## src/hw/rtl/brfp_pkg.sv

```systemverilog
`timescale 1ns / 1ps
`default_nettype none

package brfp_pkg;

   // Store geometry
   localparam int DEPTH  = 256;
   localparam int PTR_W  = $clog2(DEPTH);
   localparam int SIZE_W = PTR_W + 1;

   // Field widths
   localparam int BYTE_W = 8;
   localparam int CNT_W  = 8;
   localparam int CAP_W  = 9;

   localparam logic [CAP_W-1:0] CAP_MIN   = CAP_W'(2);
   localparam logic [CAP_W-1:0] CAP_MAX   = CAP_W'(DEPTH);
   localparam logic [CAP_W-1:0] CAP_RESET = CAP_W'(256);
   localparam logic [CNT_W-1:0] PROG_MAX  = {CNT_W{1'b1}};

   typedef enum logic [1:0] {
      OP_WRITE = 2'd0,
      OP_READ  = 2'd1,
      OP_PEEK  = 2'd2,
      OP_CLEAR = 2'd3
   } op_type;

   typedef struct packed {
      op_type              req_type;
      logic [BYTE_W-1:0]   write_byte;
      logic                burst_last;
   } req_pkt_type;

   typedef struct packed {
      logic [BYTE_W-1:0]   read_byte;
      logic                done_res;
      logic [CNT_W-1:0]    used_count;
      logic [CNT_W-1:0]    free_count;
      logic [CNT_W-1:0]    transfer_count;
   } rsp_pkt_type;

endpackage

`default_nettype wire

```

## src/hw/rtl/brfp_ram.sv

```systemverilog
`timescale 1ns / 1ps
`default_nettype none

module brfp_ram #(
   parameter int  WIDTH = 8,
   parameter int  DEPTH = 256,
   localparam int AW    = $clog2(DEPTH)
) (
   input  wire logic             clock,
   input  wire logic             wr_en,
   input  wire logic [AW-1:0]    wr_addr,
   input  wire logic [WIDTH-1:0] wr_data,
   input  wire logic             rd_en,
   input  wire logic [AW-1:0]    rd_addr,
   output logic      [WIDTH-1:0] rd_data
);

   logic [WIDTH-1:0] mem_ff [DEPTH];

   always_ff @(posedge clock) begin
      if (wr_en) begin
         mem_ff[wr_addr] <= wr_data;
      end
      if (rd_en) begin
         rd_data <= mem_ff[rd_addr];
      end
   end

endmodule

`default_nettype wire

```

## src/hw/rtl/byte_ring_fifo_with_peek.sv

```systemverilog
`timescale 1ns / 1ps
`default_nettype none

// Byte ring FIFO with peek, one slot of the active ring always kept empty.
// Latency: the response strobe is registered and rises in the cycle after the request is taken.
// Throughput: 1 request per cycle; busy stays low, the single store read
//   port and the registered pointer update set this figure.
// Reset: positions and call progress clear, capacity goes to 256, store
//   contents stay undefined until written. No clearing pass is needed.
module byte_ring_fifo_with_peek (
   input  wire logic                         clock,
   input  wire logic                         reset,
   input  wire logic                         start,
   output logic                              busy,
   input  wire brfp_pkg::req_pkt_type        req_data,
   output logic                              rsp_strobe,
   output brfp_pkg::rsp_pkt_type             rsp_data,
   input  wire logic                         csr_wr_en,
   input  wire logic [brfp_pkg::CAP_W-1:0]   csr_wr_data
);

   import brfp_pkg::*;

   // ------------------------------------------------------------------
   // State
   // ------------------------------------------------------------------
   logic [CAP_W-1:0]  cap_ff;
   logic [PTR_W-1:0]  wp_ff, wp_in;
   logic [PTR_W-1:0]  rp_ff, rp_in;
   logic [CNT_W-1:0]  prog_ff, prog_in;

   // Response stage: everything but the byte, which comes from the store
   logic              rsp_strobe_ff;
   logic              byte_sel_ff;
   rsp_pkt_type       rsp_ff, rsp_in;

   logic              accept;
   logic [SIZE_W-1:0] size_w;
   logic [SIZE_W-1:0] used_w;
   logic [SIZE_W-1:0] used_after;
   logic [SIZE_W-1:0] peek_sum;
   logic [PTR_W-1:0]  peek_addr;
   logic [PTR_W-1:0]  wp_inc, rp_inc;
   logic              wr_ok, rd_ok, pk_ok;
   logic              done_w;
   logic [CNT_W-1:0]  count_w;

   logic              ram_wr_en;
   logic              ram_rd_en;
   logic [PTR_W-1:0]  ram_rd_addr;
   logic [BYTE_W-1:0] ram_rd_data;

   // Every request finishes in one pass, so the block never holds off start.
   assign busy   = 1'b0;
   assign accept = start && !busy;

   // ------------------------------------------------------------------
   // Ring geometry: clamp the capacity register into 2..DEPTH
   // ------------------------------------------------------------------
   always_comb begin
      priority if (cap_ff < CAP_MIN) begin
         size_w = SIZE_W'(CAP_MIN);
      end else if (cap_ff > CAP_MAX) begin
         size_w = SIZE_W'(CAP_MAX);
      end else begin
         size_w = SIZE_W'(cap_ff);
      end
   end

   // Positions always stay below the ring size (a capacity write zeroes
   // them), so the held count needs only one wrap correction.
   always_comb begin
      if (wp_ff >= rp_ff) begin
         used_w = SIZE_W'(wp_ff) - SIZE_W'(rp_ff);
      end else begin
         used_w = SIZE_W'(wp_ff) + size_w - SIZE_W'(rp_ff);
      end
   end

   // Advance a position by one and wrap at the ring size
   assign wp_inc = (SIZE_W'(wp_ff) + SIZE_W'(1) == size_w) ? '0 : wp_ff + PTR_W'(1);
   assign rp_inc = (SIZE_W'(rp_ff) + SIZE_W'(1) == size_w) ? '0 : rp_ff + PTR_W'(1);

   // Peek address: read position plus call progress, below twice the size when the peek succeeds
   assign peek_sum  = SIZE_W'(rp_ff) + SIZE_W'(prog_ff);
   assign peek_addr = (peek_sum >= size_w) ? PTR_W'(peek_sum - size_w)
                                           : PTR_W'(peek_sum);

   // Room check keeps the one reserved slot empty
   assign wr_ok = (used_w < size_w - SIZE_W'(1));
   assign rd_ok = (used_w != '0);
   assign pk_ok = (SIZE_W'(prog_ff) < used_w);

   // ------------------------------------------------------------------
   // Request decode and next state
   // ------------------------------------------------------------------
   always_comb begin
      wp_in      = wp_ff;
      rp_in      = rp_ff;
      done_w     = 1'b0;
      used_after = used_w;
      ram_wr_en  = 1'b0;
      ram_rd_en  = 1'b0;
      ram_rd_addr = rp_ff;

      unique case (req_data.req_type)
         OP_WRITE: begin
            if (wr_ok) begin
               wp_in      = wp_inc;
               done_w     = 1'b1;
               used_after = used_w + SIZE_W'(1);
               ram_wr_en  = accept;
            end
         end
         OP_READ: begin
            if (rd_ok) begin
               rp_in      = rp_inc;
               done_w     = 1'b1;
               used_after = used_w - SIZE_W'(1);
               ram_rd_en  = accept;
            end
         end
         OP_PEEK: begin
            ram_rd_addr = peek_addr;
            if (pk_ok) begin
               done_w    = 1'b1;
               ram_rd_en = accept;
            end
         end
         OP_CLEAR: begin
            wp_in      = '0;
            rp_in      = '0;
            used_after = '0;
         end
         default: begin
            wp_in = wp_ff;
         end
      endcase

      // Count done bytes of the call; saturate instead of wrapping
      if (req_data.req_type == OP_CLEAR) begin
         count_w = '0;
      end else if (done_w && (prog_ff != PROG_MAX)) begin
         count_w = prog_ff + CNT_W'(1);
      end else begin
         count_w = prog_ff;
      end

      // Drop the running count once the call ends
      if (req_data.burst_last || (req_data.req_type == OP_CLEAR)) begin
         prog_in = '0;
      end else begin
         prog_in = count_w;
      end

      rsp_in.read_byte      = '0;
      rsp_in.done_res       = done_w;
      rsp_in.used_count     = CNT_W'(used_after);
      rsp_in.free_count     = CNT_W'(size_w - SIZE_W'(1) - used_after);
      rsp_in.transfer_count = count_w;
   end

   // ------------------------------------------------------------------
   // Registers
   // ------------------------------------------------------------------
   always_ff @(posedge clock) begin
      if (reset) begin
         cap_ff        <= CAP_RESET;
         wp_ff         <= '0;
         rp_ff         <= '0;
         prog_ff       <= '0;
         rsp_strobe_ff <= 1'b0;
      end else begin
         rsp_strobe_ff <= accept;
         // A capacity write also empties the queue
         if (csr_wr_en) begin
            cap_ff  <= csr_wr_data;
            wp_ff   <= '0;
            rp_ff   <= '0;
            prog_ff <= '0;
         end else if (accept) begin
            wp_ff   <= wp_in;
            rp_ff   <= rp_in;
            prog_ff <= prog_in;
         end
      end
   end

   // Response payload needs no reset
   always_ff @(posedge clock) begin
      if (accept) begin
         rsp_ff      <= rsp_in;
         byte_sel_ff <= ram_rd_en;
      end
   end

   // ------------------------------------------------------------------
   // Byte store
   // ------------------------------------------------------------------
   brfp_ram #(
      .WIDTH (BYTE_W),
      .DEPTH (DEPTH)
   ) u_store (
      .clock   (clock),
      .wr_en   (ram_wr_en),
      .wr_addr (wp_ff),
      .wr_data (req_data.write_byte),
      .rd_en   (ram_rd_en),
      .rd_addr (ram_rd_addr),
      .rd_data (ram_rd_data)
   );

   // Merge the store output into the response; zero when nothing was read
   always_comb begin
      rsp_data           = rsp_ff;
      rsp_data.read_byte = byte_sel_ff ? ram_rd_data : '0;
   end

   assign rsp_strobe = rsp_strobe_ff;

   // ------------------------------------------------------------------
   // Assertions
   // ------------------------------------------------------------------
   a_one_rsp_per_req: assert property (@(posedge clock) disable iff (reset)
      accept |=> rsp_strobe)
      else $error("request taken without a response strobe");

   a_ptr_in_ring: assert property (@(posedge clock) disable iff (reset)
      (SIZE_W'(wp_ff) < size_w) && (SIZE_W'(rp_ff) < size_w))
      else $error("ring position outside the active ring");

   a_slot_reserved: assert property (@(posedge clock) disable iff (reset)
      used_w < size_w)
      else $error("held count reached the ring size");

   a_done_counts: assert property (@(posedge clock) disable iff (reset)
      (rsp_strobe && rsp_data.done_res) |-> (rsp_data.transfer_count != '0))
      else $error("done response with zero transfer count");

endmodule

`default_nettype wire
```

## config.mk

```make
export PLATFORM = sky130hd
export DESIGN_NAME = byte_ring_fifo_with_peek
export DESIGN_NICKNAME = d
export VERILOG_FILES = /design/src/hw/rtl/brfp_pkg.sv /design/src/hw/rtl/brfp_ram.sv /design/src/hw/rtl/byte_ring_fifo_with_peek.sv
export SDC_FILE = /design/constraint.sdc
export NUM_CORES = 2
export LEC_CHECK = 0
export BUFFER_PORTS_ARGS = -buffer_cell sky130_fd_sc_hd__buf_2
export CORE_MARGIN = 5
export CORE_UTILIZATION = 45
export DETAILED_ROUTE_END_ITERATION = 10
export HOLD_SLACK_MARGIN = 0.1
export PLACE_DENSITY_LB_ADDON = 0.3
export REMOVE_ABC_BUFFERS = 1
export SLEW_MARGIN = 20
export SYNTH_ARGS = -nofsm -noshare
export SYNTH_HDL_FRONTEND = slang
export SYNTH_SLANG_ARGS = --single-unit
```

## constraint.sdc

```tcl
create_clock -name clock -period 7.6 [get_ports clock]
set_input_delay 0.38 -clock clock [delete_from_list [all_inputs] [get_ports clock]]
set_output_delay 0.38 -clock clock [all_outputs]
set_load 0.01 [all_outputs]
```

Word level (Yosys, flattened, before mapping)
Memory sizes are Yosys's and may differ from the RTL's. A register that Yosys moved wholly into a read port is not among the register bits.
Index checks and enable logic that the tools add are counted.
{"block": "totals", "regBits": 60, "ram_bits": 2048, "in_bits": 24, "wordCells": 77, "n_memories": 1}
{"name": "u_store.mem_ff", "words": 256, "width": 8, "rd": 1, "rd_ports_with_merged_regs": 1, "write_ports": 1, "line": "brfp_ram.sv:18", "rtl": "logic [WIDTH-1:0] mem_ff [DEPTH];"}
{"block": "classes", "n_addsub": 14, "order_cmp": 6, "eq_ne": 8, "muxes": 29, "n_reduce_logical": 9}
{"cell": "$mux W8", "count": 12}
{"cell": "$add A8 B1 Y8 const B", "count": 4}
{"cell": "$pmux W8 S2", "count": 2}
{"cell": "$mux W9", "count": 3}
{"cell": "$pmux W8 S3", "count": 1}
{"cell": "$add A8 B1 Y9 const B", "count": 2}
{"cell": "$eq A9 B9 Y1", "count": 2}
{"cell": "$sub A8 B8 Y8", "count": 2}
{"cell": "$add A8 B8 Y9", "count": 1}
{"cell": "$add A8 B9 Y9", "count": 1}
{"cell": "$ge A9 B9 Y1", "count": 1}
{"cell": "$gt A9 B9 Y1 const B", "count": 1}
{"cell": "$lt A8 B9 Y1", "count": 1}
{"cell": "$lt A9 B2 Y1 const B", "count": 1}
{"cell": "$lt A9 B9 Y1", "count": 1}
{"cell": "$mux W1", "count": 9}
{"cell": "$reduce_bool A9 Y1", "count": 1}
{"cell": "$sub A8 B8 Y9", "count": 1}
{"cell": "$sub A9 B1 Y9 const B", "count": 1}
{"cell": "$sub A9 B8 Y9", "count": 1}
{"cell": "$ge A8 B8 Y1", "count": 1}
{"cell": "$ne A8 B8 Y1 const B", "count": 1}
{"cell": "$sub A8 B1 Y8 const B", "count": 1}
{"cell": "$reduce_and A3 Y1", "count": 2}
{"cell": "10 further kinds", "count": 13}

Logic depth before layout (Yosys ltp)
{"block": "logic_depth", "ltp_word": 13, "mapped_depth": 36}

By module
From an unflattened synthesis, not the netlist that was laid out.
{"block": "unflattened", "cells_unflattened": 4514, "area_unflattened_um2": 86055.0}
{"module": "brfp_ram", "instances": 1, "cells_per_inst": 3733, "area_each_um2": 79636.4, "seq_area_each_um2": 61739.2}
{"module": "byte_ring_fifo_with_peek", "instances": 1, "cells_per_inst": 781, "area_each_um2": 6418.7, "seq_area_each_um2": 1461.4}

Worst setup path after synthesis
OpenSTA, ideal clock, no wires.
{"block": "synth_timing", "path_type": "register to register", "from": "register cap_ff[2]", "to": "register rsp_ff, in the netlist rsp_data[15], data pin", "arrival_time_ns": 6.817, "required_time_ns": 7.340, "setup_slack_ns": 0.523, "stages_incl_launch_ff": 31, "n_path_buf": 0, "path_cell_list": "dfxtp_1 -> or3_1 -> or3_4 -> nor2_1 -> nor2_1 -> nor2_1 -> inv_1 -> fa_1 -> inv_1 -> fa_1 -> a21o_1 -> a211o_1 -> a2111oi_0 -> nor3_1 -> xnor2_1 -> a22o_1 -> ha_1 -> and2_1 -> a41oi_1 -> o41ai_2 -> nor4_1 -> a21oi_1 -> a22oi_1 -> a21boi_0 -> ha_1 -> a21o_1 -> a21o_1 -> a21o_1 -> a21oi_1 -> xnor2_1 -> xnor2_1"}
{"element": "start, declared", "line": "byte_ring_fifo_with_peek.sv:27", "rtl": "logic [CAP_W-1:0] cap_ff;"}
{"element": "start signal, assigned", "line": "byte_ring_fifo_with_peek.sv:177", "rtl": "cap_ff <= csr_wr_data;"}
{"element": "end signal, assigned", "line": "byte_ring_fifo_with_peek.sv:192", "rtl": "rsp_ff <= rsp_in;"}
{"element": "end, declared", "line": "byte_ring_fifo_with_peek.sv:35", "rtl": "rsp_pkt_type rsp_ff, rsp_in;"}

==> summary.txt <==
Run status
  • Result of the run: complete, no violations

Drt
  • Residual DRC: 0
  • Total vias in the final route: 61100
  • Average vias per placed instance: 6.06
  • Routed length per placed instance: 26.9 um
  • Total Wirelength: 271000 um
  • Drt pass-1 iters: 6
  • Antenna violation net count after detailed routing: 0
  • Number of design-rule violations left by the first detailed-router iteration: roughly 8200

Synth
  • Dominant cell type by area after synthesis: edfxtp_1
  • Main combinational cell family by area after synthesis: simple AND/OR/NAND/NOR gates
  • Mux share of post-synthesis cell area: 0.0139
  • Number of synthesis warnings: 0
  • Post-synthesis simple-gate area fraction: 0.156
  • Primary flip-flop cell chosen by synthesis mapping: edfxtp_1
  • Arithmetic-cell share of the synthesized area counting full adders, half adders and majority gates: 0.0122
  • Synth cell types: 89
  • Async S/R FF share, synth: 0
  • Area share of the largest cell type after synthesis: 0.705
  • Number of flip-flops and latches in the synthesized netlist: around 2100
  • Fraction of the mapped netlist area in compound gates: 0.0718
  • Proportion of synthesized chip area in sequential cells: 0.712
  • Count of flip-flops with a built-in enable after synthesis: approximately 2100
  • Post-synthesis instance area: 0.0887 mm^2
  • Top cells by area in the synthesized netlist: edfxtp_1, nand2_1, nand3_1
  • Gate count of the mapped netlist: 6962
  • XOR/XNOR Fraction of Synth Area: 0.00572
  • Mean instance size in the synthesized netlist: 12.7 um^2

STA
  • Total count of hold-check failures in the final report: 0
  • Final critical delay including setup and external delays: 7.28 ns
  • Least-Margin Pin Slew: 1.24 ns
  • Final clock skew: just under 0.08 ns
  • Total count of max-transition violations in the final report: 0
  • Total negative slack: 0 ns
  • Final Hold Slack: 0.360 ns
  • Worst slew slack as a fraction of its limit: 0.175
  • Fin crit share: 0.958
  • Highest clock frequency the design can meet: 0.137 GHz
  • Final setup violation count: 0
  • Unrepaired setup endpoints after global routing: no

Critical path
  • Crit path capture: rsp_data[15]
  • Number of cells on the worst reg-to-reg path: 30
  • Kind of critical path: register to register
  • Setup crit end kind: register
  • End of the worst register-to-register path: rsp_data[15]
  • Data arrival time of the critical path: between 7 and 8 ns
  • Required time at the endpoint of the critical path: 8.22 ns
  • Crit-path max cell delay: 0.49 ns
  • Crit path from: cap_ff[2]
  • Origin of the critical flop-to-flop path: cap_ff[2]
  • R2r setup slk: ~0.32 ns
  • Startpoint class of the critical path: register
  • Standard cell with the maximum stage delay on the critical path: fa_1
  • Top fanout value on the critical path: 5

CTS
  • Clock Pin Slew Worst Setup and Hold Paths: ~0.06 ns
  • Total clock sinks: about 2100
  • Clk Tree Root Cell: clkbuf_16
  • Clock tree from TritonCTS: yes
  • H-tree depth: 4
  • CTS buffer count: 210
  • Insertion delay of the later-clocked pin in the worst-skew pair: roughly 0.9 ns
  • Maximum clock path buffer count: 3

Finish
  • Share of cells above drive strength 1: 0.134
  • Growth of design area from synthesis to finish: 14.7%
  • NumNets Final: 7363
  • Layout Utilization: 0.517

Global route
  • Via count of the first global-routing pass: a little under 60000
  • Initial antenna violation count: 11
  • Maximum number of pins on one net before global-route repair: 173
  • Total Routing Usage GR: 0.258
  • Congestion Overflow GR: 0
  • Global-route wire length before repair: a little under 400000 um

Floorplanning
  • Core Box Area: about 0.20 mm^2
  • Height of the chip: 454 um
  • Die Area: between 0.2 and 0.25 mm^2
  • Row count: around 160
  • Initial core utilization: 0.451
  • Die X: 454 um
  • Ports: 59

Power and ir drop
  • IR drop worst, VDD: 0.000227 V
  • Reported leakage power: 0.0350 uW
  • Pwr/cell area: 239 mW/mm^2

Place
  • Buffers added on ports: 57
  • GP Congestion: 0.932
  • HPWL reported at the end of detailed placement: 167000 um

Job
  • Max-capacitance violation count: 0

Min path
  • Hold crit path type: input pin to register
## sequential cells by signal, summed over array words and instances (netlist names)
| signal | flops |
|---|---|
| byte_sel_ff | 1 |
| cap_ff | 9 |
| prog_ff | 8 |
| rp_ff | 8 |
| rsp_data | 25 |
| rsp_strobe | 1 |
| u_store.mem_ff | 2048 |
| u_store.rd_data | 8 |
| wp_ff | 8 |
## critical path, delay by kind of cell, from the launching register on
kind	cells	cell delay [ns]
AOI/OAI and AO/OA	10	2.39
and+or+nand+nor	9	2.08
xor gates and xnor gates	3	0.41
adders and majority gates	4	1.45
buffers and inverters	3	0.22
DFF	1	0.31
muxes	1	0.13
## cells by family after synthesis
group,Yosys count
AND/OR/NAND/NOR,3164
flip-flops,2116
AO/OA/AOI/OAI,886
buffers and inverters,557
multiplexers,101
adder cells (fa/ha/maj),79
XOR/XNOR,58
other,1
## metal layers
metal  vias up  GRT usage  wire (um)  share of wire
met5         -          0         25       0.000092
met4         4      0.106      10900          0.040
met3       555     0.0536      29200           0.11
met2      3589      0.402     125000           0.46
met1     30400      0.356     106000           0.39
li1      26500          -          -              -
## metrics by stage
stage | setup WS, ns | cells | total power (uW) | cell area [um^2]
2_1_floorplan | -31.83 | 6488 | 14300 | 86600
3_3_place_gp | -0.619 | 9648 | 14500 | 94500
3_5_place_dp | -0.0981 | 9648 | 14500 | 94500
4_1_cts | -0.184 | 10100 | 24400 | 102000
5_1_grt | 0.00719 | 10100 | 25100 | 102000
6_report | 0.319 | 10100 | 24400 | 102000
## final cells by class
cell class | count | area (um^2)
Clock buffer | 253 | 5420
Multi-Input combinational cell | 4289 | 23500
Sequential cell | 2116 | 63200
Tap cell | 2640 | 3300
Timing Repair Buffer | 560 | 4840
Fill cell | 16500 | 95000
Inverter | 83 | 312
Clock inverter | 129 | 1200
Antenna cell | 6 | 15.0
## worst min path at each step
| stage | cells past startpoint | end | slack (ns) | start |
|---|---|---|---|---|
| final | 3 | wp_ff[6] | 0.36 | csr_wr_en |
| after global routing | 3 | wp_ff[6] | 0.35 | csr_wr_en |
| after CTS | 3 | rsp_data[1] | 0.29 | req_data[10] |
| after detailed placement | 2 | cap_ff[4] | 0.52 | cap_ff[4] |
| after global placement | 2 | cap_ff[4] | 0.49 | cap_ff[4] |
| after floorplan | 1 | rsp_strobe | 0.45 | reset |
## synthesized netlist by cell type (10+ instances only)
master and n:
a211oi_1 58, and2_1 14, a21o_1 19, edfxtp_1 2082, nor3_1 158, inv_1 81, nor4_1 34, clkbuf_1 166
xnor2_1 45, a221oi_1 40, a32o_1 12, dfxtp_1 34, or3_1 17, buf_1 39, o21ai_0 64, nand3_1 702
a31oi_1 228, o22ai_1 14, buf_2 250, fa_1 12, mux4_2 16, buf_4 16, and3_1 200, nor2b_1 15
ha_1 67, a311oi_1 116, xor2_1 13, mux2i_1 75, a22oi_1 30, a21oi_1 119, nand2_1 1717, o211ai_1 10
o21a_1 42, a32oi_1 36, nand4_1 17, nor2_1 248, nand2b_1 13
## cells in the final DEF, fill, tap and decap left out, types with 48 or more instances in the layout
cell / synthesis / final
clkbuf_16: 0 / 210
nor3_1: 158 / 157
mux2i_1: 75 / 75
o21ai_0: 64 / 63
a311oi_1: 116 / 116
a31oi_1: 228 / 227
nor2_1: 248 / 160
edfxtp_1: 2082 / 2082
nand3_1: 702 / 701
a21oi_1: 119 / 119
inv_1: 81 / 80
clkinv_1: 1 / 48
a211oi_1: 58 / 56
buf_4: 16 / 415
nand2_1: 1717 / 1699
nor2_2: 1 / 81
ha_1: 67 / 67
buf_2: 250 / 49
and3_1: 200 / 200
buf_12: 0 / 48
## timing repair
item | in CTS | in global routing
hold buffers | 39 | 0
pin swaps | 0 | 2
setup buffers | 0 | 1
endpoints found under the hold margin | 421 | 0
resized for setup | 33 | 60
endpoints found under the setup margin | 453 | 1485
## power breakdown
part / internal [uW] / leakage (uW) / switching, uW / total (uW)
registers: 12800 / 0.0190 / 13.3 / 12900
logic: 435 / 0.0128 / 1040 / 1480
clock network: 5570 / 0.00324 / 4470 / 10000
total: 18800 / 0.0350 / 5530 / 24400
No activity file was read; power rests on OpenSTA's default activity.
